**src/hw/rtl/prx_pkg.sv**
```systemverilog
// prx_pkg: types, constants and the saturation helper shared by the point rotation block.
// No dependencies; compile before every other file in hw/rtl.
package prx_pkg;

  // Coordinate format: signed Q16.8
  localparam int COORD_WIDTH = 24;
  // Trig format: signed Q2.14
  localparam int TRIG_WIDTH  = 16;
  localparam int FRAC_BITS   = 14;
  // Sine widened by one bit so that it can be negated without overflow
  localparam int SIN_WIDTH   = TRIG_WIDTH + 1;
  localparam int PROD_WIDTH  = COORD_WIDTH + SIN_WIDTH;
  localparam int SUM_WIDTH   = PROD_WIDTH + 1;
  localparam int QUOT_WIDTH  = SUM_WIDTH - FRAC_BITS;

  // Configuration port
  localparam int PADDR_WIDTH = 5;
  localparam int PDATA_WIDTH = 32;
  localparam int IDX_WIDTH   = 3;

  typedef logic signed [COORD_WIDTH-1:0] coord_t;
  typedef logic signed [TRIG_WIDTH-1:0]  trig_t;
  typedef logic signed [SIN_WIDTH-1:0]   sin_t;

  // Register indexes
  typedef enum logic [IDX_WIDTH-1:0] {
    REG_COS_X = 3'd0,
    REG_SIN_X = 3'd1,
    REG_COS_Y = 3'd2,
    REG_SIN_Y = 3'd3,
    REG_COS_Z = 3'd4,
    REG_SIN_Z = 3'd5
  } reg_idx_t;

  typedef struct packed {
    trig_t cos_x;
    trig_t sin_x;
    trig_t cos_y;
    trig_t sin_y;
    trig_t cos_z;
    trig_t sin_z;
  } rot_cfg_t;

  typedef struct packed {
    coord_t x_in;
    coord_t y_in;
    coord_t z_in;
    logic   last_in;
  } pt_in_t;

  typedef struct packed {
    coord_t x_out;
    coord_t y_out;
    coord_t z_out;
    logic   clipped;
    logic   last_out;
  } pt_out_t;

  // Data that rides alongside a rotation unchanged (clip is ORed)
  typedef struct packed {
    coord_t other;
    logic   clip;
    logic   last;
  } side_t;

  typedef struct packed {
    coord_t val;
    logic   clip;
  } sat_res_t;

  // Saturate a floored quotient to the coordinate range
  function automatic sat_res_t sat_coord(input logic signed [QUOT_WIDTH-1:0] q);
    logic [QUOT_WIDTH-COORD_WIDTH:0] top;
    sat_res_t res;
    top = q[QUOT_WIDTH-1:COORD_WIDTH-1];
    if ((&top) || !(|top)) begin
      res.val  = q[COORD_WIDTH-1:0];
      res.clip = 1'b0;
    end else if (q[QUOT_WIDTH-1]) begin
      res.val  = {1'b1, {(COORD_WIDTH-1){1'b0}}};
      res.clip = 1'b1;
    end else begin
      res.val  = {1'b0, {(COORD_WIDTH-1){1'b1}}};
      res.clip = 1'b1;
    end
    return res;
  endfunction

endpackage

```
**src/hw/rtl/prx_rot.sv**
```systemverilog
// prx_rot: one plane rotation, a' = a*c - b*s, b' = b*c + a*s, in two register stages.
// Depends on prx_pkg (coordinate types, widths, sat_coord).
module prx_rot (
  input  logic           clk,
  input  logic           rst_n,
  input  logic           valid_i,
  input  prx_pkg::coord_t a_i,
  input  prx_pkg::coord_t b_i,
  input  prx_pkg::trig_t  cos_i,
  input  prx_pkg::sin_t   sin_i,
  input  prx_pkg::side_t  side_i,
  output logic           valid_o,
  output prx_pkg::coord_t a_o,
  output prx_pkg::coord_t b_o,
  output prx_pkg::side_t  side_o
);
  import prx_pkg::*;

  logic signed [PROD_WIDTH-1:0] ac_r, bs_r, bc_r, as_r;
  logic signed [PROD_WIDTH-1:0] ac_nxt, bs_nxt, bc_nxt, as_nxt;
  logic                         v1_r;
  side_t                        side1_r;

  logic signed [SUM_WIDTH-1:0]  sum_a, sum_b;
  sat_res_t                     sat_a, sat_b;
  logic                         v2_r;
  coord_t                       a2_r, b2_r;
  side_t                        side2_r, side2_nxt;

  // Multiply stage: four products, exact
  always_comb begin
    ac_nxt = PROD_WIDTH'(a_i) * PROD_WIDTH'(cos_i);
    bs_nxt = PROD_WIDTH'(b_i) * PROD_WIDTH'(sin_i);
    bc_nxt = PROD_WIDTH'(b_i) * PROD_WIDTH'(cos_i);
    as_nxt = PROD_WIDTH'(a_i) * PROD_WIDTH'(sin_i);
  end

  always_ff @(posedge clk) begin
    if (!rst_n) begin
      v1_r <= 1'b0;
    end else begin
      v1_r <= valid_i;
    end
    ac_r    <= ac_nxt;
    bs_r    <= bs_nxt;
    bc_r    <= bc_nxt;
    as_r    <= as_nxt;
    side1_r <= side_i;
  end

  // Sum stage: add, floor-shift by the fraction bits, saturate
  always_comb begin
    sum_a = SUM_WIDTH'(ac_r) - SUM_WIDTH'(bs_r);
    sum_b = SUM_WIDTH'(bc_r) + SUM_WIDTH'(as_r);
    sat_a = sat_coord(sum_a[SUM_WIDTH-1:FRAC_BITS]);
    sat_b = sat_coord(sum_b[SUM_WIDTH-1:FRAC_BITS]);
    side2_nxt      = side1_r;
    side2_nxt.clip = side1_r.clip | sat_a.clip | sat_b.clip;
  end

  always_ff @(posedge clk) begin
    if (!rst_n) begin
      v2_r <= 1'b0;
    end else begin
      v2_r <= v1_r;
    end
    a2_r    <= sat_a.val;
    b2_r    <= sat_b.val;
    side2_r <= side2_nxt;
  end

  assign valid_o = v2_r;
  assign a_o     = a2_r;
  assign b_o     = b2_r;
  assign side_o  = side2_r;

endmodule

```
**config.mk**
```make
export PLATFORM = sky130hd
export DESIGN_NAME = prx_rot
export DESIGN_NICKNAME = d
export VERILOG_FILES = /design/src/hw/rtl/prx_pkg.sv /design/src/hw/rtl/prx_rot.sv
export SDC_FILE = /design/constraint.sdc
export NUM_CORES = 2
export LEC_CHECK = 0
export ABC_AREA = 0
export CAP_MARGIN = 25
export CORE_MARGIN = 2
export CORE_UTILIZATION = 52
export DETAILED_ROUTE_END_ITERATION = 16
export DONT_BUFFER_PORTS = 1
export PLACE_DENSITY = 0.74
export SLEW_MARGIN = 20
export SYNTH_ARGS = -nofsm -noshare
export SYNTH_HDL_FRONTEND = slang
export SYNTH_SLANG_ARGS = --single-unit
export TNS_END_PERCENT = 20
```
**constraint.sdc**
```tcl
create_clock -name clk -period 19.2 [get_ports clk]
set_input_delay 1.92 -clock clk [delete_from_list [all_inputs] [get_ports clk]]
set_output_delay 1.92 -clock clk [all_outputs]
set_load 0.05 [all_outputs]
```
==> results by group <==
Placement
  • IO Port Bufs: 0
  • HPWL after DPL: around 120000 µm
  • Final RePlAce weighted congestion: about 0.93

CTS
  • CTS tree: yes
  • Clock insertion delay at the later pin of the skew report: between 0.5 and 0.6 ns
  • TritonCTS buffer count: 34
  • Level count of the clock H-tree: 2
  • Master cell of the clock root buffer: sky130_fd_sc_hd__clkbuf_16
  • Number of buffers added for setup after CTS: 0
  • Hold-fix buffers at CTS: 0
  • Deepest clock path buffer count: 3
  • CTS Sinks: about 260
  • Clock slew at reported path FFs: 0.06 ns
  • Cts repair resizes: 0

Global route
  • Pin count of the biggest net entering global routing: 49
  • Tot GR Track Use: between 20% and 30%
  • Number of antenna violations at the first check in global routing: 9
  • Global-route wire length before repair: ~270000 µm
  • Remaining global-route overflow: 0
  • Vias in the first global route: ~52000

Worst setup path
  • Worst reg2reg setup slack: ~15 ns
  • Endpoint required time on the critical path: ~20 ns
  • Capture instance of the worst register-to-register path: side_o[1]$_DFF_P_
  • CP arrival: between 8 and 9 ns
  • Type of the setup path with the least slack: in -> reg
  • Kind of capture point of the worst setup path: flop
  • Top fanout value on the critical path: 21
  • Nature of the critical path startpoint: input pin
  • Depth of the worst register-to-register path: 13
  • Reg2Reg Launch Point: bs_r[16]$_DFF_P_

Synth
  • #FFs+latches synth: roughly 260
  • Per-instance average area after synthesis: between 9 and 10 µm²
  • Synth Instances: a little over 7000
  • Post-synth top area share: 47.3%
  • Combined area of all synthesized cells: 65500 µm²
  • Top cell type by total area after synthesis: sky130_fd_sc_hd__fa_1
  • Number of synthesized flops with an enable pin: 0
  • Primary flip-flop cell chosen by synthesis mapping: sky130_fd_sc_hd__dfxtp_1
  • Sequential cell area fraction in the yosys report: just over 8%
  • Net count of the mapped netlist: about 9300
  • Total of warnings raised by yosys: 0
  • Most frequent cell after synthesis: sky130_fd_sc_hd__inv_1
  • Synth async-reset ratio: 0%
  • Post-synth top cells: 1765 x sky130_fd_sc_hd__inv_1, 1550 x sky130_fd_sc_hd__fa_1, 930 x sky130_fd_sc_hd__nand2_1
  • Top cells by area in the synthesized netlist: sky130_fd_sc_hd__fa_1 47%, sky130_fd_sc_hd__inv_1 10%, sky130_fd_sc_hd__ha_1 9.0%, sky130_fd_sc_hd__dfxtp_1 8.1%, sky130_fd_sc_hd__and2_1 6.2%
  • Unique masters post-synth: 89

Worst hold path
  • Hold_sp: side1_r[23]$_DFF_P_
  • Cell count of the worst hold path: 0
  • Class of the most critical hold timing path: reg -> reg
  • Endpoint, Worst Hold: side_o[23]$_DFF_P_

Detailed routing
  • Number of DRC markers in iteration 0: just over 3000
  • Number of DRC violations after detailed routing: 0
  • Routed vias: about 46000
  • First-pass iteration count of the detailed router: 5
  • Final routed wirelength across all metal layers: about 160000 µm
  • Vias/cell: between 5 and 6
  • Post-detailed-route wirelength per cell: 19.1 µm
  • Count of antenna-violating nets left after detailed routing: 0

STA
  • RSZ-0062 raised after global routing: no
  • Relative slew margins: 28.6%
  • Post-route setup TNS: 0 ns
  • Worst Tran Pin Value: ~1.1 ns
  • Achievable frequency: 118 MHz
  • Fin. max-slew vios: 0
  • Number of setup violations in the final report: 0
  • Post-route minimum period: ~8.4 ns
  • Endpoints failing hold: 0
  • Setup skew after layout: 0.0226 ns
  • Final worst-path cycle share: a little over two fifths

Finish
  • NumNets Final: 9019
  • Share of post-route cells with drive strength above 1: under 10%
  • Fillers: 11066
  • Layout overhead on the synthesized area: 3.14%

Floorplanning
  • I/O pin cnt: 185
  • Overall die area: between 100000 and 150000 µm²
  • Core box area: 125000 µm²
  • Cell Rows: 130
  • Chip Height: roughly 360 µm
  • Initial cell density of the core: 52.3%
  • Die outline width: 359 µm

Run status
  • Outcome: completed

Job
  • Max-Cap Viols: 0
## sequential cells by signal, summed over array words and instances, names as in the netlist
register	flops
side1_r	26
bc_r	40
as_r	41
side_o	26
ac_r	40
valid_o	1
v1_r	1
a_o	24
b_o	24
bs_r	41
## cell type report
class / instances / area [µm²] / share of cell area [%]
antenna: 2 / 5.00 / 0.00740
clock buffer: 41 / 928 / 1.37
clock inverter: 20 / 224 / 0.331
inverter: 1766 / 6630 / 9.81
multi-input combinational: 4811 / 52400 / 77.5
sequential: 264 / 5290 / 7.82
tap: 1650 / 2060 / 3.05
timing repair buffer: 8 / 60.1 / 0.0889
## metrics by stage
stage          area (µm²)  worst slack (ns)  utilization [%]  cells  hold WS (ns)
6_report            67600             10.75             53.9   8562         0.321
5_1_grt             67600             10.45             53.9   8560         0.328
4_1_cts             67600             10.87             53.9   8560         0.325
3_5_place_dp        66400             10.30             53.0   8499         0.312
3_3_place_gp        66400             10.50             53.0   8499         0.309
2_1_floorplan       65500             11.00                -   7163         0.310
## layer usage
layer,wire [µm],track usage [%]
met1,63600,34.2
met3,13700,5.21
met4,10000,13.6
met5,51,0
met2,75900,43.5
## cell families after synthesis
group	count (synthesis)	synth area share, %
buffers and inverters	2088	12.0
adder cells (fa/ha/maj)	2024	56.4
AND/OR/NAND/NOR	1966	14.6
AO/OA/AOI/OAI	603	6.03
flip-flops	264	8.06
XOR/XNOR	214	2.86
multiplexers	4	0.0821
## worst max path at each step
stage / start / endpoint / slack [ns] / depth (start not counted)
2_1_floorplan: cos_i[1] / bc_r[38]$_DFF_P_ / 11.00 / 26
3_3_place_gp: sin_i[16] / bs_r[40]$_DFF_P_ / 10.50 / 22
3_5_place_dp: sin_i[16] / bs_r[40]$_DFF_P_ / 10.30 / 22
5_1_grt: sin_i[16] / bs_r[40]$_DFF_P_ / 10.45 / 22
6_report: sin_i[16] / bs_r[40]$_DFF_P_ / 10.75 / 22
4_1_cts: sin_i[16] / bs_r[40]$_DFF_P_ / 10.87 / 22
## placed cells by master (no fill, tap or decap), types with 18 or more instances in the layout
cell,instances
sky130_fd_sc_hd__a21oi_1,182
sky130_fd_sc_hd__nor2b_1,18
sky130_fd_sc_hd__nand3_1,38
sky130_fd_sc_hd__nand2b_1,44
sky130_fd_sc_hd__inv_1,1765
sky130_fd_sc_hd__nor2_1,161
sky130_fd_sc_hd__nand2_1,930
sky130_fd_sc_hd__dfxtp_1,264
sky130_fd_sc_hd__nor3_1,37
sky130_fd_sc_hd__xor2_1,57
sky130_fd_sc_hd__o21a_1,26
sky130_fd_sc_hd__o21ai_0,94
sky130_fd_sc_hd__and2_1,652
sky130_fd_sc_hd__ha_1,474
sky130_fd_sc_hd__a21o_1,125
sky130_fd_sc_hd__o21bai_1,25
sky130_fd_sc_hd__xnor2_1,157
sky130_fd_sc_hd__clkbuf_16,35
sky130_fd_sc_hd__fa_1,1550
## critical path: stages
cell,delay (ns)
sky130_fd_sc_hd__inv_1,0.61
sky130_fd_sc_hd__buf_4,0.41
sky130_fd_sc_hd__nor2_1,0.11
sky130_fd_sc_hd__fa_1,0.51
sky130_fd_sc_hd__fa_1,0.43
sky130_fd_sc_hd__fa_1,0.52
sky130_fd_sc_hd__fa_1,0.44
sky130_fd_sc_hd__fa_1,0.49
sky130_fd_sc_hd__inv_1,0.05
sky130_fd_sc_hd__fa_1,0.47
sky130_fd_sc_hd__inv_1,0.04
sky130_fd_sc_hd__ha_1,0.34
sky130_fd_sc_hd__a21o_1,0.20
sky130_fd_sc_hd__a21oi_1,0.26
sky130_fd_sc_hd__nand3_1,0.13
sky130_fd_sc_hd__o21ai_1,0.46
sky130_fd_sc_hd__a21boi_0,0.34
sky130_fd_sc_hd__a41oi_1,0.40
sky130_fd_sc_hd__a21oi_1,0.18
sky130_fd_sc_hd__a211o_1,0.29
sky130_fd_sc_hd__a21oi_1,0.17
sky130_fd_sc_hd__xnor2_1,0.14
Power is not shown: default switching activity piles up to over one toggle a cycle in this logic, so the estimate is an artifact.
