File: src/hw/rtl/prx_pkg.sv
// prx_pkg: types, constants and the saturation helper shared by the point rotation block.
// No dependencies; compile before every other file in hw/rtl.
package prx_pkg;

  // Coordinate format: signed Q16.8
  localparam int COORD_WIDTH = 24;
  // Trig format: signed Q2.14
  localparam int TRIG_WIDTH  = 16;
  localparam int FRAC_BITS   = 14;
  // Sine widened by one bit so that it can be negated without overflow
  localparam int SIN_WIDTH   = TRIG_WIDTH + 1;
  localparam int PROD_WIDTH  = COORD_WIDTH + SIN_WIDTH;
  localparam int SUM_WIDTH   = PROD_WIDTH + 1;
  localparam int QUOT_WIDTH  = SUM_WIDTH - FRAC_BITS;

  // Configuration port
  localparam int PADDR_WIDTH = 5;
  localparam int PDATA_WIDTH = 32;
  localparam int IDX_WIDTH   = 3;

  typedef logic signed [COORD_WIDTH-1:0] coord_t;
  typedef logic signed [TRIG_WIDTH-1:0]  trig_t;
  typedef logic signed [SIN_WIDTH-1:0]   sin_t;

  // Register indexes
  typedef enum logic [IDX_WIDTH-1:0] {
    REG_COS_X = 3'd0,
    REG_SIN_X = 3'd1,
    REG_COS_Y = 3'd2,
    REG_SIN_Y = 3'd3,
    REG_COS_Z = 3'd4,
    REG_SIN_Z = 3'd5
  } reg_idx_t;

  typedef struct packed {
    trig_t cos_x;
    trig_t sin_x;
    trig_t cos_y;
    trig_t sin_y;
    trig_t cos_z;
    trig_t sin_z;
  } rot_cfg_t;

  typedef struct packed {
    coord_t x_in;
    coord_t y_in;
    coord_t z_in;
    logic   last_in;
  } pt_in_t;

  typedef struct packed {
    coord_t x_out;
    coord_t y_out;
    coord_t z_out;
    logic   clipped;
    logic   last_out;
  } pt_out_t;

  // Data that rides alongside a rotation unchanged (clip is ORed)
  typedef struct packed {
    coord_t other;
    logic   clip;
    logic   last;
  } side_t;

  typedef struct packed {
    coord_t val;
    logic   clip;
  } sat_res_t;

  // Saturate a floored quotient to the coordinate range
  function automatic sat_res_t sat_coord(input logic signed [QUOT_WIDTH-1:0] q);
    logic [QUOT_WIDTH-COORD_WIDTH:0] top;
    sat_res_t res;
    top = q[QUOT_WIDTH-1:COORD_WIDTH-1];
    if ((&top) || !(|top)) begin
      res.val  = q[COORD_WIDTH-1:0];
      res.clip = 1'b0;
    end else if (q[QUOT_WIDTH-1]) begin
      res.val  = {1'b1, {(COORD_WIDTH-1){1'b0}}};
      res.clip = 1'b1;
    end else begin
      res.val  = {1'b0, {(COORD_WIDTH-1){1'b1}}};
      res.clip = 1'b1;
    end
    return res;
  endfunction

endpackage

File: src/hw/rtl/prx_apb_regs.sv
// prx_apb_regs: APB-style register file for the six Q2.14 cosine/sine registers.
// Depends on prx_pkg (rot_cfg_t, register indexes, port widths).
module prx_apb_regs (
  input  logic                           clk,
  input  logic                           rst_n,
  input  logic                           psel,
  input  logic                           penable,
  input  logic                           pwrite,
  input  logic [prx_pkg::PADDR_WIDTH-1:0] paddr,
  input  logic [prx_pkg::PDATA_WIDTH-1:0] pwdata,
  output logic [prx_pkg::PDATA_WIDTH-1:0] prdata,
  output logic                           pready,
  output prx_pkg::rot_cfg_t              cfg_o
);
  import prx_pkg::*;

  rot_cfg_t             cfg_r;
  logic [IDX_WIDTH-1:0] idx;
  logic                 wr_en;
  trig_t                rd_val;
  trig_t                wr_val;

  assign idx    = paddr[PADDR_WIDTH-1:2];
  assign wr_en  = psel & penable & pwrite;
  assign wr_val = pwdata[TRIG_WIDTH-1:0];
  assign pready = 1'b1;

  // Write on the access cycle; unmapped indexes are dropped
  always_ff @(posedge clk) begin
    if (!rst_n) begin
      cfg_r.cos_x <= trig_t'(1 << FRAC_BITS);
      cfg_r.sin_x <= '0;
      cfg_r.cos_y <= trig_t'(1 << FRAC_BITS);
      cfg_r.sin_y <= '0;
      cfg_r.cos_z <= trig_t'(1 << FRAC_BITS);
      cfg_r.sin_z <= '0;
    end else if (wr_en) begin
      unique case (idx)
        REG_COS_X: cfg_r.cos_x <= wr_val;
        REG_SIN_X: cfg_r.sin_x <= wr_val;
        REG_COS_Y: cfg_r.cos_y <= wr_val;
        REG_SIN_Y: cfg_r.sin_y <= wr_val;
        REG_COS_Z: cfg_r.cos_z <= wr_val;
        REG_SIN_Z: cfg_r.sin_z <= wr_val;
        default: ;
      endcase
    end
  end

  // Read back the addressed register
  always_comb begin
    unique case (idx)
      REG_COS_X: rd_val = cfg_r.cos_x;
      REG_SIN_X: rd_val = cfg_r.sin_x;
      REG_COS_Y: rd_val = cfg_r.cos_y;
      REG_SIN_Y: rd_val = cfg_r.sin_y;
      REG_COS_Z: rd_val = cfg_r.cos_z;
      REG_SIN_Z: rd_val = cfg_r.sin_z;
      default:   rd_val = '0;
    endcase
  end

  assign prdata = {{(PDATA_WIDTH-TRIG_WIDTH){1'b0}}, rd_val};
  assign cfg_o  = cfg_r;

endmodule
File: config.mk
export PLATFORM = sky130hd
export DESIGN_NAME = prx_apb_regs
export DESIGN_NICKNAME = d
export VERILOG_FILES = /design/src/hw/rtl/prx_pkg.sv /design/src/hw/rtl/prx_apb_regs.sv
export SDC_FILE = /design/constraint.sdc
export NUM_CORES = 1
export LEC_CHECK = 0
export BUFFER_PORTS_ARGS = -buffer_cell sky130_fd_sc_hd__buf_2
export CAP_MARGIN = 20
export CORE_MARGIN = 5
export CORE_UTILIZATION = 49
export CTS_CLUSTER_SIZE = 8
export DETAILED_ROUTE_END_ITERATION = 16
export PLACE_DENSITY = 0.88
export SETUP_SLACK_MARGIN = 0.1
export SYNTH_ARGS = -nofsm -noshare
export SYNTH_HDL_FRONTEND = slang
export SYNTH_SLANG_ARGS = --single-unit
File: constraint.sdc
create_clock -name clk -period 1.5 [get_ports clk]
set_input_delay 0.15 -clock clk [delete_from_list [all_inputs] [get_ports clk]]
set_output_delay 0.15 -clock clk [all_outputs]
set_load 0.01 [all_outputs]
==> results.sh, run 1 <==
export IMPL_fin_util_pct=65.6
export IMPL_cp_cell_sequence="mux2_4 > a221oi_2 > a21oi_1 > buf_2"
export IMPL_crit_required_ps=1350
export IMPL_cts_clk_slew_worst_paths_ps=80
export IMPL_gp_congestion=0.808
export IMPL_outcome="finished with violations"
export IMPL_max_stage_delay_ps=330
export IMPL_syn_inst=448
export IMPL_rows=34
export IMPL_setup_ws_ps=-31.7
export IMPL_final_cells=724
export IMPL_wirelength_um=12700
export IMPL_largest_register_ffs=96
export IMPL_ctsLongestPathBuffers=2
export IMPL_io_buffer_count=135
export IMPL_min_period_over_period_pct=102
export IMPL_drt_iter0_drc=166
export IMPL_wl_per_cell_um=17.6
export IMPL_core_area_mm2=0.00876
export IMPL_crit_type="reg2out"
export IMPL_cts_max_level=3
export IMPL_fin_nets=653
export IMPL_hp_class="in2reg"
export IMPL_finalCriticalPeriod_ps=1530
export IMPL_diodes=0
export IMPL_vias=3925
export IMPL_synth_compound_area_share_pct=7.10
export IMPL_hp_start="rst_n"
export IMPL_cp_max_fo=3
export IMPL_yosys_warnings=0
export IMPL_fmax_ghz=0.653
export IMPL_critical_path_startpoint_type="flop"
export IMPL_grt_usage_pct=22.4
export IMPL_overflow=0
export IMPL_clk_latency_ps=350
export IMPL_drv_cap=0
export IMPL_syn_area_per_cell_um2=9.84
export IMPL_place_hpwl_um=9160
export IMPL_synth_mux_area_share_pct=30.8
export IMPL_die_w_um=105
export IMPL_setup_viol=6
export IMPL_drv_slew=0
export IMPL_reg2reg_to="cfg_o[62]"
export IMPL_r2r_start="cfg_o[62]"
export IMPL_design_die_area_mm2=0.0110
export IMPL_yosysTopAreaCell="dfxtp_1"
export IMPL_min_delay_path_depth=2
export IMPL_rsz0062_at_grt="true"
export IMPL_failed_checks="setup timing"
export IMPL_antenna_found_initial=0
export IMPL_design_power_total_mw=4.59
export IMPL_final_setup_skew_ps=0
export IMPL_place_inst=689
export IMPL_grt_max_degree=59
export IMPL_peakVddDrop_mv=0.363
export IMPL_grt_pass1_vias=3922
export IMPL_endpoint_kind="output port"
export IMPL_areaGrowthSynthToFinish_pct=30.4
export IMPL_synth_seq_cells=96
export IMPL_drc=0
export IMPL_grt_pass1_wl_um=20400
export IMPL_yosys_area_top_type_share_pct=43.6
export IMPL_worst_path_max_delay_cell="dfxtp_2"
export IMPL_first_pass_iters=4
export IMPL_synth_simple_area_share_pct=11.5
export IMPL_synth_top_family_by_area="multiplexers"
export IMPL_reg2reg_slack_ps=720
export IMPL_numCtsBuffers=9
export IMPL_ff2ff_path_depth=2
export IMPL_tritoncts="built"
export IMPL_dieHeight_um=105
export IMPL_synth_xor_area_share_pct=0
export IMPL_cts_sinks=96
export IMPL_start_util_pct=50.3
export IMPL_arrival_ps=1380
export IMPL_pre_cts_ws_ps=49.9
export IMPL_layout_drive_gt1_share_pct=43.7
export IMPL_hold_viol=0
export IMPL_syn_area_mm2=0.00441
export IMPL_cp_startpoint="cfg_o[81]"
export IMPL_vias_per_cell=5.42
export IMPL_synth_area_leaders="dfxtp_1 (44%), mux2i_1 (27%), nand2_1 (9.3%)"
export IMPL_hold_buffers=0
export IMPL_synthDistinctLibCells=25
export IMPL_antenna_left=0
export IMPL_p_leak_nw=2.67
export IMPL_io_pins=171
export IMPL_ys_seq_area_share_pct=43.6
export IMPL_endpoint="prdata[1]"
export IMPL_pwr_density_cell_mw_per_mm2=798
export IMPL_ctsRootBufferMaster="clkbuf_8"
export IMPL_yosys_area_share_adder_pct=0
[how the worst min path moves through the flow]
stage | end | slack (ps)
after floorplan | cfg_o[14] | 340
after global placement | cfg_o[94] | 440
after detailed placement | cfg_o[94] | 450
after CTS | cfg_o[94] | 80
after global routing | cfg_o[94] | 100
final | cfg_o[94] | 100
[through the flow]
stage / cell area, um^2 / hold slack (ps) / TNS [ps]
after global routing: 5750 / 101 / -618
after global placement: 5300 / 443 / 0
after CTS: 5580 / 78.7 / -181
after floorplan: 4460 / 336 / 0
after detailed placement: 5300 / 450 / 0
final: 5750 / 95.9 / -139
[kinds of logic (layout without fill, tap and decap cells)]
kind of cell / count (synthesis) / count (layout)
flops: 96 / 96
buf+inv: 48 / 201
other cells: 2 / 17
simple gates: 123 / 123
compound gates: 45 / 45
mux: 134 / 134
[power by group]
group | total (mW) | internal (mW) | switching, mW
clock | 1.56 | 0.689 | 0.876
sequential | 2.58 | 2.57 | 0.0150
combinational | 0.440 | 0.174 | 0.267
total | 4.59 | 3.43 | 1.16
[placed cells by master, fill, tap and decap left out, types with 2 or more instances in the layout]
master / n
mux2i_1: 120
buf_12: 8
dfxtp_2: 42
o21ai_1: 10
buf_6: 2
a32oi_2: 2
buf_2: 134
mux2_4: 4
nand2b_1: 2
dfxtp_1: 54
nor2b_1: 3
mux2_2: 10
nor2_2: 5
o311ai_0: 2
conb_1: 17
a22oi_2: 2
a21oi_1: 3
nand2_1: 109
or2_1: 2
o22a_1: 9
a221oi_2: 3
clkinv_2: 3
o21ai_0: 5
a22oi_1: 5
clkbuf_8: 11
buf_4: 39
a32oi_1: 2
[per-layer routing]
layer	global-route usage [%]	vias up	part of all wire (%)
li1	-	1857	-
met5	0	-	0
met4	7.58	0	1.7
met3	4.62	19	6.0
met2	38.5	140	50
met1	28.0	1909	42
[final cells by class]
type                            instances  area (um^2)
Clock inverter                          5         31.3
Inverter                                2         7.51
Clock buffer                           11          151
Sequential cell                        96         1970
Multi-Input combinational cell        319         2300
Tap cell                              108          135
Fill cell                             718         3010
Timing Repair Buffer                  183         1150
[Yosys cell counts (all sizes together)]
master,n
o211ai,1
a22oi,7
mux2,14
nor2,5
o22a,9
o21ai,16
conb,2
o311ai,2
inv,1
dfxtp,96
mux2i,120
buf,29
clkbuf,17
nor2b,3
a21oi,3
clkinv,1
nand4,1
a32oi,4
nand2b,2
a221oi,3
nand4b,1
or2,2
nand2,109
[critical path, delay by kind of cell, from the launching register on]
family,cells,cell delay [ps]
flops,1,330
compound gates,2,280
mux,1,270
buf+inv,1,140
[what timing repair did]
action | 4_1_cts | 5_1_grt
pin swaps | 4 | 11
endpoints found under the hold margin | 0 | 0
buffers inserted | 5 | 14
gates resized for setup | 30 | 37
endpoints found under the setup margin | 11 | 16
Note: power is estimated with default switching activity, not from simulation.
==> inputs of run 2 (changes only) <==
Settings changed: SETUP_SLACK_MARGIN 0.1 to 0.3.
==> run 2 against run 1 <==
- the flow still finishes with violations (setup timing)
- fmax decreased by 0.80%
- count of clock-buffer cells in the layout unchanged
- setup slack got worse by 12 ps
- final area increased by 2.4%
- sequential cell count unchanged
- register-to-register slack about the same
- non-clock buffer count increased by 22
==> results.sh, run 2 (synthesized netlist as in run 1, its figures left out) <==
export IMPL_outcome="finished with violations"
export IMPL_failed_checks="setup timing"
export IMPL_place_hpwl_um=9150
export IMPL_cts_max_level=3
export IMPL_peakVddDrop_mv=0.669
export IMPL_die_w_um=105
export IMPL_grt_pass1_wl_um=20800
export IMPL_diodes=0
export IMPL_fin_nets=675
export IMPL_gp_congestion=0.806
export IMPL_endpoint_kind="output port"
export IMPL_wirelength_um=13000
export IMPL_setup_ws_ps=-44.0
export IMPL_antenna_left=0
export IMPL_cp_cell_sequence="mux2_4 > a221oi_2 > a21oi_1 > buf_2"
export IMPL_sw_frac_of_total_pct=25.7
export IMPL_vias=4050
export IMPL_p_sw_mw=1.17
export IMPL_wl_per_cell_um=17.4
export IMPL_grt_pass1_vias=4093
export IMPL_cp_num_buf_inv=1
export IMPL_rsz0062_at_grt="true"
export IMPL_cpLargestDelayFamily="flip-flops"
export IMPL_ctsLongestPathBuffers=2
export IMPL_layout_drive_gt1_share_pct=46.8
export IMPL_grt_usage_pct=23.0
export IMPL_arrival_ps=1390
export IMPL_drv_slew=0
export IMPL_hold_buffers=0
export IMPL_final_common_cell="buf_2"
export IMPL_tritoncts="built"
export IMPL_crit_required_ps=1350
export IMPL_overflow=0
export IMPL_first_pass_iters=4
export IMPL_rows=34
export IMPL_max_stage_delay_ps=340
export IMPL_hp_class="in2reg"
export IMPL_io_buffer_count=135
export IMPL_core_area_mm2=0.00876
export IMPL_setup_viol=4
export IMPL_cts_sinks=96
export IMPL_io_pins=171
export IMPL_crit_type="reg2out"
export IMPL_vias_per_cell=5.44
export IMPL_final_setup_skew_ps=0
export IMPL_combPwrFrac_pct=9.8
export IMPL_clockPowerShare_pct=33.6
export IMPL_fmax_ghz=0.648
export IMPL_numCtsBuffers=9
export IMPL_fill_cells=697
export IMPL_p_leak_nw=2.76
export IMPL_largest_register_ffs=96
export IMPL_drv_cap=0
export IMPL_drc=0
export IMPL_finalCriticalPeriod_ps=1540
export IMPL_clk_latency_ps=350
export IMPL_internal_power_mw=3.39
export IMPL_ctsRootBufferMaster="clkbuf_8"
export IMPL_cts_clk_slew_worst_paths_ps=90
export IMPL_start_util_pct=50.3
export IMPL_p_seq_share_pct=56.6
export IMPL_placed_area_mm2=0.00530
export IMPL_design_power_total_mw=4.56
export IMPL_antenna_found_initial=0
export IMPL_hold_viol=0
export IMPL_dieHeight_um=105
export IMPL_critical_path_startpoint_type="flop"
export IMPL_worst_path_max_delay_cell="dfxtp_2"
export IMPL_stdcell_area_mm2=0.00589
export IMPL_min_period_over_period_pct=103
export IMPL_design_die_area_mm2=0.0110
export IMPL_mostFrequentLayoutCells="buf_2 (133), mux2i_1 (119), nand2_1 (109), buf_4 (63), dfxtp_2 (53)"
export IMPL_areaGrowthSynthToFinish_pct=33.6
export IMPL_pwr_density_cell_mw_per_mm2=774
export IMPL_cp_max_fo=2
export IMPL_drt_iter0_drc=181
export IMPL_grt_max_degree=59
## run 2: cell types whose count changed in the layout (fill, tap and decap cells not counted), moves of 2 or more
cell / previous run / this run
clkinv_2: 3 / 0
dfxtp_2: 42 / 53
o21ai_1: 10 / 13
a22oi_1: 5 / 7
a32oi_1: 2 / 4
clkinvlp_4: 1 / 3
o21ai_0: 5 / 3
dfxtp_1: 54 / 43
a32oi_2: 2 / 0
a22oi_2: 2 / 0
buf_4: 39 / 63
## run 2: layout make-up
class / instances / area (um^2) / area share, %
clock inverters: 4 / 31.3 / 0.531
clock buffers: 11 / 141 / 2.40
flip-flops and latches: 96 / 1990 / 33.8
repair buffers: 205 / 1300 / 22.1
well taps: 108 / 135 / 2.29
inverters: 2 / 7.51 / 0.127
multi-input cells: 319 / 2280 / 38.8
## run 2: per-layer routing
metal  track usage [%]  wire [um]  share of wire [%]  up-vias
met5                 0          0                  0        -
met4              6.76        212                1.6        0
met3              4.25        887                6.8       23
met2              39.4       6500                 50      153
met1              29.6       5400                 42     1992
li1                  -          -                  -     1882
## run 2: power groups by stage
stage          sequential [mW]  combinational (mW)  clock [mW]
3_3_place_gp              2.64               0.392           0
4_1_cts                   2.58               0.432        1.54
2_1_floorplan             2.65               0.263           0
6_report                  2.58               0.447        1.53
5_1_grt                   2.58               0.480        1.66
3_5_place_dp              2.64               0.404           0
## run 2: metrics by stage
step,util (%),hold WS (ps),setup TNS (ps),instances,worst slack (ps)
2_1_floorplan,-,336,0,463,296
3_3_place_gp,60.4,453,0,690,39.0
3_5_place_dp,60.4,461,-15.1,690,-15.1
4_1_cts,66.4,101,-174,738,-53.5
5_1_grt,67.2,122,-536,745,-103
6_report,67.2,116,-88.9,745,-44.0
## run 2: path summary, 6_finish.rpt
check / depth (start not counted) / startpoint / slack [ps] / to
max: 4 / cfg_o[88] / -40 / prdata[8]
min: 3 / pwdata[14] / 120 / cfg_o[78]
max reg2reg: 3 / cfg_o[27] / 730 / cfg_o[27]
min reg2reg: 2 / cfg_o[77] / 470 / cfg_o[77]
## run 2: worst register-to-register path: cells and delay by family (launching register included)
family,cells,cell delay (ps)
and+or+nand+nor,1,50
muxes,1,160
buffers and inverters,1,110
DFF,1,360
## run 2: timing repair
action / in CTS / in global routing
setup endpoints to repair: 16 / 16
setup buffers: 33 / 7
gates resized for setup: 71 / 6
pin swaps: 12 / 7
